===== config.mk =====
export PLATFORM = sky130hd
export DESIGN_NAME = sync_length_crc_frame_parser
export DESIGN_NICKNAME = d
export VERILOG_FILES = /design/src/hdl/slcfp_pkg.sv /design/src/hdl/slcfp_crc.sv /design/src/hdl/slcfp_core.sv /design/src/hdl/slcfp_out.sv /design/src/hdl/sync_length_crc_frame_parser.sv
export VERILOG_INCLUDE_DIRS = /design/src /design/src/hdl
export SDC_FILE = /design/constraint.sdc
export NUM_CORES = 1
export LEC_CHECK = 0
export BUFFER_PORTS_ARGS = -buffer_cell sky130_fd_sc_hd__buf_4
export CORE_UTILIZATION = 55
export CTS_BUF_LIST = sky130_fd_sc_hd__clkbuf_8
export DETAILED_ROUTE_END_ITERATION = 10
export PLACE_DENSITY_LB_ADDON = 0.05
export SLEW_MARGIN = 10
export SYNTH_ARGS = -nofsm -noshare
export SYNTH_HDL_FRONTEND = slang
export SYNTH_SLANG_ARGS = --single-unit

===== constraint.sdc =====
create_clock -name clk -period 3.6 [get_ports clk]
set_input_delay 0.18 -clock clk [delete_from_list [all_inputs] [get_ports clk]]
set_output_delay 0.18 -clock clk [all_outputs]
set_load 0.05 [all_outputs]

===== src/hdl/sync_length_crc_frame_parser_assert.svh =====
// Assertion macros shared by the frame parser RTL.
// Needs no package; each macro takes its clock and active-low reset.
`ifndef SYNC_LENGTH_CRC_FRAME_PARSER_ASSERT_SVH
`define SYNC_LENGTH_CRC_FRAME_PARSER_ASSERT_SVH

// Same-cycle implication, muted while reset is held.
`define SLCFP_ASSERT_IMP(label, clk, rst_n, ante, cons) \
  label: assert property (@(posedge clk) disable iff (!(rst_n)) (ante) |-> (cons)) \
    else $error("frame parser assertion failed");

// Next-cycle implication, muted while reset is held.
`define SLCFP_ASSERT_NXT(label, clk, rst_n, ante, cons) \
  label: assert property (@(posedge clk) disable iff (!(rst_n)) (ante) |=> (cons)) \
    else $error("frame parser assertion failed");

`endif


===== src/hdl/slcfp_pkg.sv =====
// Shared types and constants of the sync/length/CRC frame parser.
// No dependencies; imported by every module of the block.
`timescale 1ns / 1ps

package slcfp_pkg;

  localparam logic [7:0]  SYNC_BYTE    = 8'h5A;
  localparam logic [7:0]  HEADER_BYTES = 8'd8;
  localparam logic [15:0] MIN_LENGTH   = 16'd6;
  localparam logic [15:0] MAX_LENGTH   = 16'd128;
  localparam logic [15:0] CRC_POLY     = 16'h1021;
  localparam logic [15:0] CRC_SEED_RST = 16'hFFFF;

  // Header byte offsets that carry fields
  localparam logic [7:0] IDX_KIND_LO = 8'd2;
  localparam logic [7:0] IDX_KIND_HI = 8'd3;
  localparam logic [7:0] IDX_CMD     = 8'd4;
  localparam logic [7:0] IDX_SIZE_LO = 8'd6;
  localparam logic [7:0] IDX_SIZE_HI = 8'd7;

  // Event codes
  localparam logic [2:0] EV_IDLE    = 3'd0;
  localparam logic [2:0] EV_TAKEN   = 3'd1;
  localparam logic [2:0] EV_LEN_ERR = 3'd2;
  localparam logic [2:0] EV_CRC_ERR = 3'd3;
  localparam logic [2:0] EV_GOOD    = 3'd4;

  typedef enum logic [1:0] {
    PH_HUNT = 2'd0,
    PH_HEAD = 2'd1,
    PH_BODY = 2'd2
  } phase_t;

  typedef struct packed {
    logic [2:0]  event_res;
    logic        payload_valid;
    logic [7:0]  payload_byte;
    logic [7:0]  frame_command;
    logic [15:0] frame_kind;
    logic [7:0]  frame_size;
  } result_t;

endpackage


===== src/hdl/slcfp_crc.sv =====
// One-byte CRC-16 CCITT update, MSB first.
// Depends on slcfp_pkg for the polynomial.
`timescale 1ns / 1ps

module slcfp_crc (
  input  logic [15:0] crc_in,
  input  logic [7:0]  data_in,
  output logic [15:0] crc_out
);
  import slcfp_pkg::*;

  always_comb begin
    logic [15:0] c;
    c = crc_in ^ {data_in, 8'h00};
    for (int i = 0; i < 8; i++) begin
      if (c[15]) begin
        c = {c[14:0], 1'b0} ^ CRC_POLY;
      end else begin
        c = {c[14:0], 1'b0};
      end
    end
    crc_out = c;
  end

endmodule


===== src/hdl/slcfp_core.sv =====
// Parser state machine, header holds, running CRC and result formation.
// Depends on slcfp_pkg and slcfp_crc; assertion macros from the .svh header.
`timescale 1ns / 1ps
`include "sync_length_crc_frame_parser_assert.svh"

module slcfp_core (
  input  logic              clk,
  input  logic              rst_n,
  input  logic              fire,
  input  logic [7:0]        rx_byte,
  input  logic              seed_wr,
  input  logic [15:0]       seed_data,
  output slcfp_pkg::result_t res
);
  import slcfp_pkg::*;

  phase_t      phase_r, phase_nxt;
  logic [7:0]  idx_r, idx_nxt;
  logic [15:0] crc_r, crc_nxt;
  logic [15:0] kind_r, kind_nxt;
  logic [7:0]  cmd_r, cmd_nxt;
  logic [15:0] size_r, size_nxt;
  logic [7:0]  crc_lo_r, crc_lo_nxt;
  logic [15:0] seed_r;
  logic [15:0] crc_upd;
  logic [16:0] body_end;
  logic        show;

  slcfp_crc u_crc (
    .crc_in  (crc_r),
    .data_in (rx_byte),
    .crc_out (crc_upd)
  );

  always_ff @(posedge clk) begin
    if (!rst_n) begin
      seed_r <= CRC_SEED_RST;
    end else if (seed_wr) begin
      seed_r <= seed_data;
    end
  end

  always_ff @(posedge clk) begin
    if (!rst_n) begin
      phase_r  <= PH_HUNT;
      idx_r    <= '0;
      crc_r    <= CRC_SEED_RST;
      kind_r   <= '0;
      cmd_r    <= '0;
      size_r   <= '0;
      crc_lo_r <= '0;
    end else if (fire) begin
      phase_r  <= phase_nxt;
      idx_r    <= idx_nxt;
      crc_r    <= crc_nxt;
      kind_r   <= kind_nxt;
      cmd_r    <= cmd_nxt;
      size_r   <= size_nxt;
      crc_lo_r <= crc_lo_nxt;
    end
  end

  assign body_end = {1'b0, size_r} + 17'd2;

  always_comb begin
    phase_nxt  = phase_r;
    idx_nxt    = idx_r;
    crc_nxt    = crc_r;
    kind_nxt   = kind_r;
    cmd_nxt    = cmd_r;
    size_nxt   = size_r;
    crc_lo_nxt = crc_lo_r;
    show       = 1'b1;
    res        = '0;

    case (phase_r)
      PH_HUNT: begin
        if (rx_byte == SYNC_BYTE) begin
          phase_nxt  = PH_HEAD;
          idx_nxt    = 8'd1;
          crc_nxt    = seed_r;
          kind_nxt   = '0;
          cmd_nxt    = '0;
          size_nxt   = '0;
          crc_lo_nxt = '0;
          res.event_res = EV_TAKEN;
        end else begin
          show = 1'b0;
        end
      end
      PH_HEAD: begin
        if (idx_r >= IDX_KIND_LO) begin
          crc_nxt = crc_upd;
        end
        case (idx_r)
          IDX_KIND_LO: kind_nxt[7:0]  = rx_byte;
          IDX_KIND_HI: kind_nxt[15:8] = rx_byte;
          IDX_CMD:     cmd_nxt        = rx_byte;
          IDX_SIZE_LO: size_nxt[7:0]  = rx_byte;
          IDX_SIZE_HI: size_nxt[15:8] = rx_byte;
          default: ;
        endcase
        idx_nxt       = idx_r + 8'd1;
        res.event_res = EV_TAKEN;
        if (idx_nxt >= HEADER_BYTES) begin
          if (size_nxt < MIN_LENGTH || size_nxt > MAX_LENGTH) begin
            res.event_res = EV_LEN_ERR;
            phase_nxt     = PH_HUNT;
            idx_nxt       = '0;
          end else begin
            phase_nxt = PH_BODY;
          end
        end
      end
      PH_BODY: begin
        if ({9'd0, idx_r} < body_end) begin
          crc_nxt           = crc_upd;
          res.payload_valid = 1'b1;
          res.payload_byte  = rx_byte;
          res.event_res     = EV_TAKEN;
          idx_nxt           = idx_r + 8'd1;
        end else if ({9'd0, idx_r} == body_end) begin
          crc_lo_nxt    = rx_byte;
          res.event_res = EV_TAKEN;
          idx_nxt       = idx_r + 8'd1;
        end else begin
          res.event_res = ({rx_byte, crc_lo_r} == crc_r) ? EV_GOOD : EV_CRC_ERR;
          phase_nxt     = PH_HUNT;
          idx_nxt       = '0;
        end
      end
      default: begin
        phase_nxt = PH_HUNT;
        idx_nxt   = '0;
        show      = 1'b0;
      end
    endcase

    if (show) begin
      res.frame_command = cmd_nxt;
      res.frame_kind    = kind_nxt;
      res.frame_size    = (size_nxt[15:8] != 8'd0) ? 8'hFF : size_nxt[7:0];
    end
  end

  `SLCFP_ASSERT_IMP(a_body_len_ok, clk, rst_n, phase_r == PH_BODY, size_r >= MIN_LENGTH && size_r <= MAX_LENGTH)
  `SLCFP_ASSERT_IMP(a_head_idx, clk, rst_n, phase_r == PH_HEAD, idx_r >= 8'd1 && idx_r < HEADER_BYTES)
  `SLCFP_ASSERT_IMP(a_hunt_idx, clk, rst_n, phase_r == PH_HUNT, idx_r == 8'd0)

endmodule


===== src/hdl/slcfp_out.sv =====
// Result register of the frame parser; parts the input side from the result side.
// Depends on slcfp_pkg for the result word type.
`timescale 1ns / 1ps

module slcfp_out (
  input  logic               clk,
  input  logic               rst_n,
  input  logic               load,
  input  slcfp_pkg::result_t res_in,
  input  logic               take,
  output logic               valid,
  output slcfp_pkg::result_t res_out
);
  import slcfp_pkg::*;

  logic    valid_r;
  result_t res_r;

  always_ff @(posedge clk) begin
    if (!rst_n) begin
      valid_r <= 1'b0;
    end else if (load) begin
      valid_r <= 1'b1;
    end else if (take) begin
      valid_r <= 1'b0;
    end
  end

  always_ff @(posedge clk) begin
    if (load) begin
      res_r <= res_in;
    end
  end

  assign valid   = valid_r;
  assign res_out = res_r;

endmodule


===== src/hdl/sync_length_crc_frame_parser.sv =====
// Top level of the sync/length/CRC-16 frame parser.
// Depends on slcfp_pkg, slcfp_core, slcfp_out and the assertion macro header.
`timescale 1ns / 1ps
`include "sync_length_crc_frame_parser_assert.svh"

// The parser takes one received byte per input word and gives exactly one
// result word per byte, at a sustained rate of one word per clock cycle
// while the result side does not stall. A byte accepted at one edge has its
// result loaded into the output register at that same edge, so the result
// word can be taken at the next edge at the earliest; the path in front of
// the register is the one-byte CRC-16 CCITT update and the small phase state
// machine. It hunts for the 0x5A start byte, gathers the eight-byte header
// (sync, spare byte, little-endian type, command, reserved byte,
// little-endian length), rejects lengths below 6 or above 128, passes body
// bytes out as payload and checks the little-endian CRC that follows.
// The CRC covers header offset 2 up to the last body byte and starts from
// cfg_wr_data as last written (0xFFFF after reset). The input is stalled only
// while a finished result waits in the output register and the result side
// stalls; a word taken from the output lets a new byte in on the same edge.
// Write the seed only while the parser is idle. Event codes: 0 dropped,
// 1 byte taken, 2 length error, 3 CRC error, 4 frame good.
module sync_length_crc_frame_parser (
  input  logic        clk,
  input  logic        rst_n,
  input  logic        in_valid,
  output logic        in_stall,
  input  logic [7:0]  in_rx_byte,
  output logic        out_valid,
  input  logic        out_stall,
  output logic [2:0]  out_event_res,
  output logic        out_payload_valid,
  output logic [7:0]  out_payload_byte,
  output logic [7:0]  out_frame_command,
  output logic [15:0] out_frame_kind,
  output logic [7:0]  out_frame_size,
  input  logic        cfg_wr_en,
  input  logic [15:0] cfg_wr_data
);
  import slcfp_pkg::*;

  logic    in_fire;
  logic    out_take;
  result_t core_res;
  result_t out_res;

  // Stall the input only when the result register is full and held.
  assign in_stall = out_valid & out_stall;
  assign in_fire  = in_valid & ~in_stall;
  assign out_take = out_valid & ~out_stall;

  slcfp_core u_core (
    .clk       (clk),
    .rst_n     (rst_n),
    .fire      (in_fire),
    .rx_byte   (in_rx_byte),
    .seed_wr   (cfg_wr_en),
    .seed_data (cfg_wr_data),
    .res       (core_res)
  );

  slcfp_out u_out (
    .clk     (clk),
    .rst_n   (rst_n),
    .load    (in_fire),
    .res_in  (core_res),
    .take    (out_take),
    .valid   (out_valid),
    .res_out (out_res)
  );

  // Spread the result word onto its ports
  assign out_event_res     = out_res.event_res;
  assign out_payload_valid = out_res.payload_valid;
  assign out_payload_byte  = out_res.payload_byte;
  assign out_frame_command = out_res.frame_command;
  assign out_frame_kind    = out_res.frame_kind;
  assign out_frame_size    = out_res.frame_size;

  // An accepted byte always leaves a result waiting at the next edge.
  `SLCFP_ASSERT_NXT(a_fire_gives_result, clk, rst_n, in_fire, out_valid)
  // Payload travels only with a byte-taken event.
  `SLCFP_ASSERT_IMP(a_payload_event, clk, rst_n, out_valid && out_payload_valid, out_event_res == EV_TAKEN)
  // A dropped byte shows no header fields.
  `SLCFP_ASSERT_IMP(a_idle_zero, clk, rst_n, out_valid && out_event_res == EV_IDLE, out_frame_command == 8'd0 && out_frame_kind == 16'd0 && out_frame_size == 8'd0)
  // A CRC verdict only ever follows a length in range.
  `SLCFP_ASSERT_IMP(a_verdict_len, clk, rst_n, out_valid && (out_event_res == EV_GOOD || out_event_res == EV_CRC_ERR), out_frame_size >= 8'd6 && out_frame_size <= 8'd128)

endmodule

==> flow_summary.json, run 1 <==
{
  "grt_start_max_net_pins": 47,
  "hpwl_mm": 11.7,
  "max_freq_ghz": 0.307,
  "slew_violations": 0,
  "cts_resized": 0,
  "clk_latency_ns": 0.46,
  "ant_nets": 0,
  "async_flop_share_pct": 0,
  "worst_slack_ns": 0.340,
  "multi_input_area_um2": 3370,
  "synth_cells": 726,
  "die_h_um": 113,
  "syn_area_per_cell_um2": 9.41,
  "dp_cells": 916,
  "leakagePower_nw": 3.01,
  "ys_warn_count": 0,
  "ys_ff_latch": 135,
  "portBuffers": 74,
  "ys_seq_area_share_pct": 46.0,
  "routed_via_density": 5.97,
  "timing.rr.end": "u_out.res_out[42]",
  "cp-endpoint": "u_out.res_out[42]",
  "die_area_um2": 12900,
  "first_global_vias": 5474,
  "insertedDiodeCount": 0,
  "rsz0062_at_grt": "false",
  "drt-wirelength-per-cell_um": 18.1,
  "skew_ns": 0.0105,
  "numCtsBuffers": 17,
  "cp_max_fo": 13,
  "cts-root-buf": "clkbuf_8",
  "route.vias.total": 5759,
  "critical_path_arrival_ns": 3.57,
  "wl_mm": 17.4,
  "fin_setup_tns_ns": 0,
  "nFillCells": 985,
  "clock_sinks": 135,
  "path_class": "reg -> reg",
  "min_period_over_period_pct": 90.6,
  "first_pass_iters": 5,
  "cts_setup_buffers": 0,
  "cts_tree": "yes",
  "path_common_cell": "ha_1",
  "pre_cts_slack_ns": 0.419,
  "worstPathCellList": "ha_1, nand3_1, xor2_1, ha_1, o21a_1, o21ai_0, a32oi_1, nand4_2, or2_4, or4b_1, a21oi_1",
  "drc": 0,
  "cpPeakStageDelay_ns": 0.49,
  "grt_antenna_before_repair": 0,
  "worstMarginPinSlew_ns": 0.850,
  "worstPathRequired_ns": 3.91,
  "grt_usage_pct": 28.1,
  "crit_path_end_kind": "flop",
  "clk_pin_slew_ns": 0.08,
  "netlist_area_um2": 6830,
  "synth_flop_cell": "dfxtp_1",
  "reg2reg_from": "u_core.size_r[1]",
  "cts_buffer_depth": 2,
  "synth_nets": 772,
  "maxCapViolations": 0,
  "ios": 75,
  "overflow": 0,
  "layout.nets": 830,
  "seqCellArea_um2": 3140,
  "synth_edf_count": 44,
  "start_util_pct": 56.7,
  "dr.first_iter.drc_count": 513,
  "coreArea_um2": 12100,
  "r2r_slack_ns": 0.34,
  "ys_types": 64,
  "crit_path_start": "u_core.size_r[1]",
  "setup_viol": 0,
  "die_width_um": 113,
  "relSlewSlack_pct": 42.9,
  "finalNonFillerCells": 965,
  "grt_pass1_wl_mm": 27.7,
  "irDropWorstVdd_mv": 0.475,
  "gp_congestion": 0.949,
  "cts-hold-fix-buffers": 17,
  "period_minus_slack_ns": 3.26,
  "pwr_density_cell_nw_per_um2": 422,
  "layout-drive-gt1-share_pct": 17.2,
  "area_growth_pct": 17.0,
  "hp-class": "in -> reg",
  "critPathLaunchType": "flop",
  "rows": 40,
  "r2r_cells": 11,
  "crit_slowest_cell": "dfxtp_1",
  "finalHoldViolCount": 0,
  "status": "finished, final reports clean",
  "cts_max_level": 4
}
cells by family after synthesis:
family                   Yosys count  synth area share, %
AO/OA/AOI/OAI                    171                 18.1
XOR/XNOR                          45                 5.77
adder cells (fa/ha/maj)           17                 3.11
flip-flops                       135                 46.0
multiplexers                      34                 5.11
buffers and inverters             79                 4.83
AND/OR/NAND/NOR                  245                 17.1
sequential cells by signal, indices dropped and copies added (netlist names):
register         flops
u_core.crc_r        16
u_core.seed_r       16
u_core.size_r       16
u_core.idx_r         8
u_core.kind_r       16
u_out.valid          1
u_core.phase_r       2
u_core.crc_lo_r      8
u_core.cmd_r         8
u_out.res_out       44
worst max-delay path, delay by kind of cell (launching register included):
kind / cells / cell delay, ns
xor+xnor: 1 / 0.17
fa+ha+maj: 2 / 0.63
flops: 1 / 0.49
simple gates: 4 / 1.24
compound gates: 4 / 0.57
worst min path at each step:
stage,start,end,slack (ns),cells after the start
floorplan,in_valid,u_out.valid,0.30,1
global placement,cfg_wr_data[14],u_core.seed_r[14],0.40,3
detailed placement,cfg_wr_data[8],u_core.seed_r[8],0.40,3
CTS,out_stall,u_out.valid,0.03,4
global route,in_rx_byte[5],u_core.crc_lo_r[5],0.08,2
finish,out_stall,u_out.valid,0.05,4
layout by cell type, fill, tap and decap left out, types with 16 or more instances in the layout:
master	instances
dfxtp_1	91
nor2_1	87
buf_4	85
nand2_1	74
a22oi_1	61
edfxtp_1	44
xnor2_1	34
mux2i_1	27
a21oi_1	22
clkbuf_8	18
inv_1	17
and3_1	17
ha_1	17
dlygate4sd3_1	17
o211ai_1	16
per-layer routing:
layer	share of wire, %	track usage (%)	up-vias
met1	44	35.0	2771
li1	-	-	2740
met3	5.9	6.32	39
met4	2.4	11.5	0
met2	48	47.0	209
met5	0	0	-
final cells by class:
cell class	count	share of cell area [%]
Tap cell	168	2.63
Multi-Input combinational cell	512	42.2
Clock buffer	18	3.10
Timing Repair Buffer	102	10.1
Inverter	16	0.751
Sequential cell	135	39.3
Clock inverter	14	1.94
cell usage after synthesis, types with 7 or more instances:
library cell / count / area share (%)
a21o_1: 8 / 0.88
a21oi_1: 22 / 1.6
a22o_1: 11 / 1.4
a22oi_1: 61 / 6.7
a31oi_1: 9 / 0.82
and3_1: 17 / 1.6
buf_2: 18 / 1.3
clkbuf_1: 38 / 2.1
dfxtp_1: 91 / 27
edfxtp_1: 44 / 19
ha_1: 17 / 3.1
inv_1: 15 / 0.82
mux2_2: 7 / 1.2
mux2i_1: 27 / 4.0
nand2_1: 74 / 4.1
nand3_1: 14 / 1.0
nand4_1: 10 / 0.92
nor2_1: 87 / 4.8
nor3_1: 8 / 0.59
nor4_1: 9 / 0.82
o211ai_1: 16 / 1.8
o21ai_0: 14 / 1.0
xnor2_1: 34 / 4.4
xor2_1: 11 / 1.4
power breakdown:
part / switching [W] / internal [W]
combinational: 0.000288 / 0.000153
sequential: 0.0000255 / 0.00162
clock: 0.000590 / 0.000697
stage by stage:
step | utilization [%] | hold slack (ns) | cell area (µm²) | total power, W
2_1_floorplan | - | 0.304 | 6830 | 0.00197
3_3_place_gp | 61.5 | 0.395 | 7420 | 0.00209
3_5_place_dp | 61.5 | 0.399 | 7420 | 0.00210
4_1_cts | 66.3 | 0.0311 | 8000 | 0.00339
5_1_grt | 66.3 | 0.0846 | 8000 | 0.00350
6_report | 66.3 | 0.0535 | 8000 | 0.00337
No activity file was read; power rests on OpenSTA's default activity.
==> run 2: changes to the inputs <==
Settings changed: PLACE_DENSITY_LB_ADDON 0.05 to 0.2.
==> run 2 against run 1 <==
  * Sequential power about the same
  * Sequential cell count unchanged
  * Critical endpoint is now u_core.crc_r[9]
  * Critical path depth unchanged
  * Largest power group unchanged
  * Non-clock buffer count decreased by 3
  * Design area decreased by 1.3%
  * Cell count decreased by 0.31%
==> flow_summary.json, run 2 (synthesis gave the netlist of run 1 again) <==
{
  "status": "finished, final reports clean",
  "worstPathRequired_ns": 3.89,
  "routed_via_density": 5.94,
  "ios": 75,
  "fin_setup_tns_ns": 0,
  "r2r_slack_ns": 0.39,
  "die_width_um": 113,
  "area_growth_pct": 15.5,
  "final_common_cell": "dfxtp_1",
  "drc": 0,
  "finalHoldViolCount": 0,
  "leakagePower_nw": 2.96,
  "min_period_over_period_pct": 89.0,
  "nFillCells": 979,
  "layout-drive-gt1-share_pct": 16.9,
  "cp_max_fo": 24,
  "clock_sinks": 135,
  "cts_tree": "yes",
  "irDropWorstVdd_mv": 0.342,
  "numCtsBuffers": 17,
  "clk_pin_slew_ns": 0.08,
  "first_pass_iters": 5,
  "first_global_vias": 5308,
  "cts_max_level": 4,
  "ant_nets": 0,
  "grt_pass1_wl_mm": 26.3,
  "slew_violations": 0,
  "die_h_um": 113,
  "die_area_um2": 12900,
  "period_minus_slack_ns": 3.21,
  "cts_buffer_depth": 2,
  "path_class": "reg -> reg",
  "whs_ns": 0.0559,
  "setup_viol": 0,
  "pwr_density_cell_nw_per_um2": 397,
  "grt_antenna_before_repair": 0,
  "route.vias.total": 5710,
  "mostFrequentLayoutCells": "dfxtp_1 (91), nor2_1 (87), buf_4 (82)",
  "cts-hold-fix-buffers": 17,
  "layout.nets": 827,
  "portBuffers": 74,
  "skew_ns": 0.0119,
  "maxCapViolations": 0,
  "cts_resized": 0,
  "max_freq_ghz": 0.312,
  "crit_path_end_kind": "flop",
  "dr.first_iter.drc_count": 526,
  "finalNonFillerCells": 962,
  "rows": 40,
  "largest_register_ffs": 44,
  "overflow": 0,
  "rsz0062_at_grt": "false",
  "relSlewSlack_pct": 42.9,
  "gp_congestion": 0.938,
  "critPathLaunchType": "flop",
  "start_util_pct": 56.7,
  "coreArea_um2": 12100,
  "insertedDiodeCount": 0,
  "hpwl_mm": 11.0,
  "worstMarginPinSlew_ns": 0.851,
  "wl_mm": 16.7,
  "dp_cells": 913,
  "cts-root-buf": "clkbuf_8",
  "cts_setup_buffers": 0,
  "clk_latency_ns": 0.45,
  "drt-wirelength-per-cell_um": 17.3,
  "hp-class": "in -> reg",
  "critical_path_arrival_ns": 3.50,
  "grt_usage_pct": 26.4,
  "grt_start_max_net_pins": 48
}
[run 2: layout make-up]
type	count	area [µm²]	area share [%]
Clock buffer	17	234	2.96
Clock inverter	15	90.1	1.14
Inverter	16	60.1	0.761
Multi-Input combinational cell	512	3370	42.7
Sequential cell	135	3140	39.8
Tap cell	168	210	2.66
Timing Repair Buffer	99	786	9.95
[run 2: path summary, 6_finish.rpt]
path / start / endpoint / depth (start not counted)
max: u_core.size_r[1] / u_core.crc_r[9] / 11
min: out_stall / u_out.valid / 4
max reg2reg: u_core.size_r[1] / u_core.crc_r[9] / 11
min reg2reg: u_core.seed_r[13] / u_core.seed_r[13] / 2
[run 2: through the flow]
step / cell area, µm² / util (%) / worst slack, ns / power [W]
2_1_floorplan: 6830 / - / 0.851 / 0.00197
3_3_place_gp: 7400 / 61.3 / 0.585 / 0.00209
3_5_place_dp: 7400 / 61.3 / 0.447 / 0.00210
4_1_cts: 7890 / 65.4 / 0.455 / 0.00314
5_1_grt: 7890 / 65.4 / 0.211 / 0.00325
6_report: 7890 / 65.4 / 0.394 / 0.00313
[run 2: per-layer routing]
metal | wire length (µm) | global-route usage, % | share of wire [%]
met5 | 0 | 0 | 0
met4 | 453 | 13.2 | 2.7
met3 | 1190 | 4.89 | 7.2
met2 | 8090 | 43.7 | 48
met1 | 6940 | 33.3 | 42
[run 2: worst max-delay path, cell delays in order (launching register included)]
cell      delay, ns
dfxtp_1        0.50
ha_1           0.33
nand3_1        0.13
xor2_1         0.17
ha_1           0.32
o21a_1         0.12
o21ai_0        0.07
a32oi_1        0.18
nand4_2        0.22
o311ai_4       0.51
buf_4          0.34
o211ai_1       0.15
[run 2: power by group]
| group | leakage, nW | total (W) | internal (W) | switching [W] |
|---|---|---|---|---|
| logic | 1.60 | 0.000437 | 0.000151 | 0.000286 |
| registers | 1.18 | 0.00164 | 0.00162 | 0.0000254 |
| clock network | 0.172 | 0.00105 | 0.000463 | 0.000589 |
| total | 2.96 | 0.00313 | 0.00223 | 0.000901 |
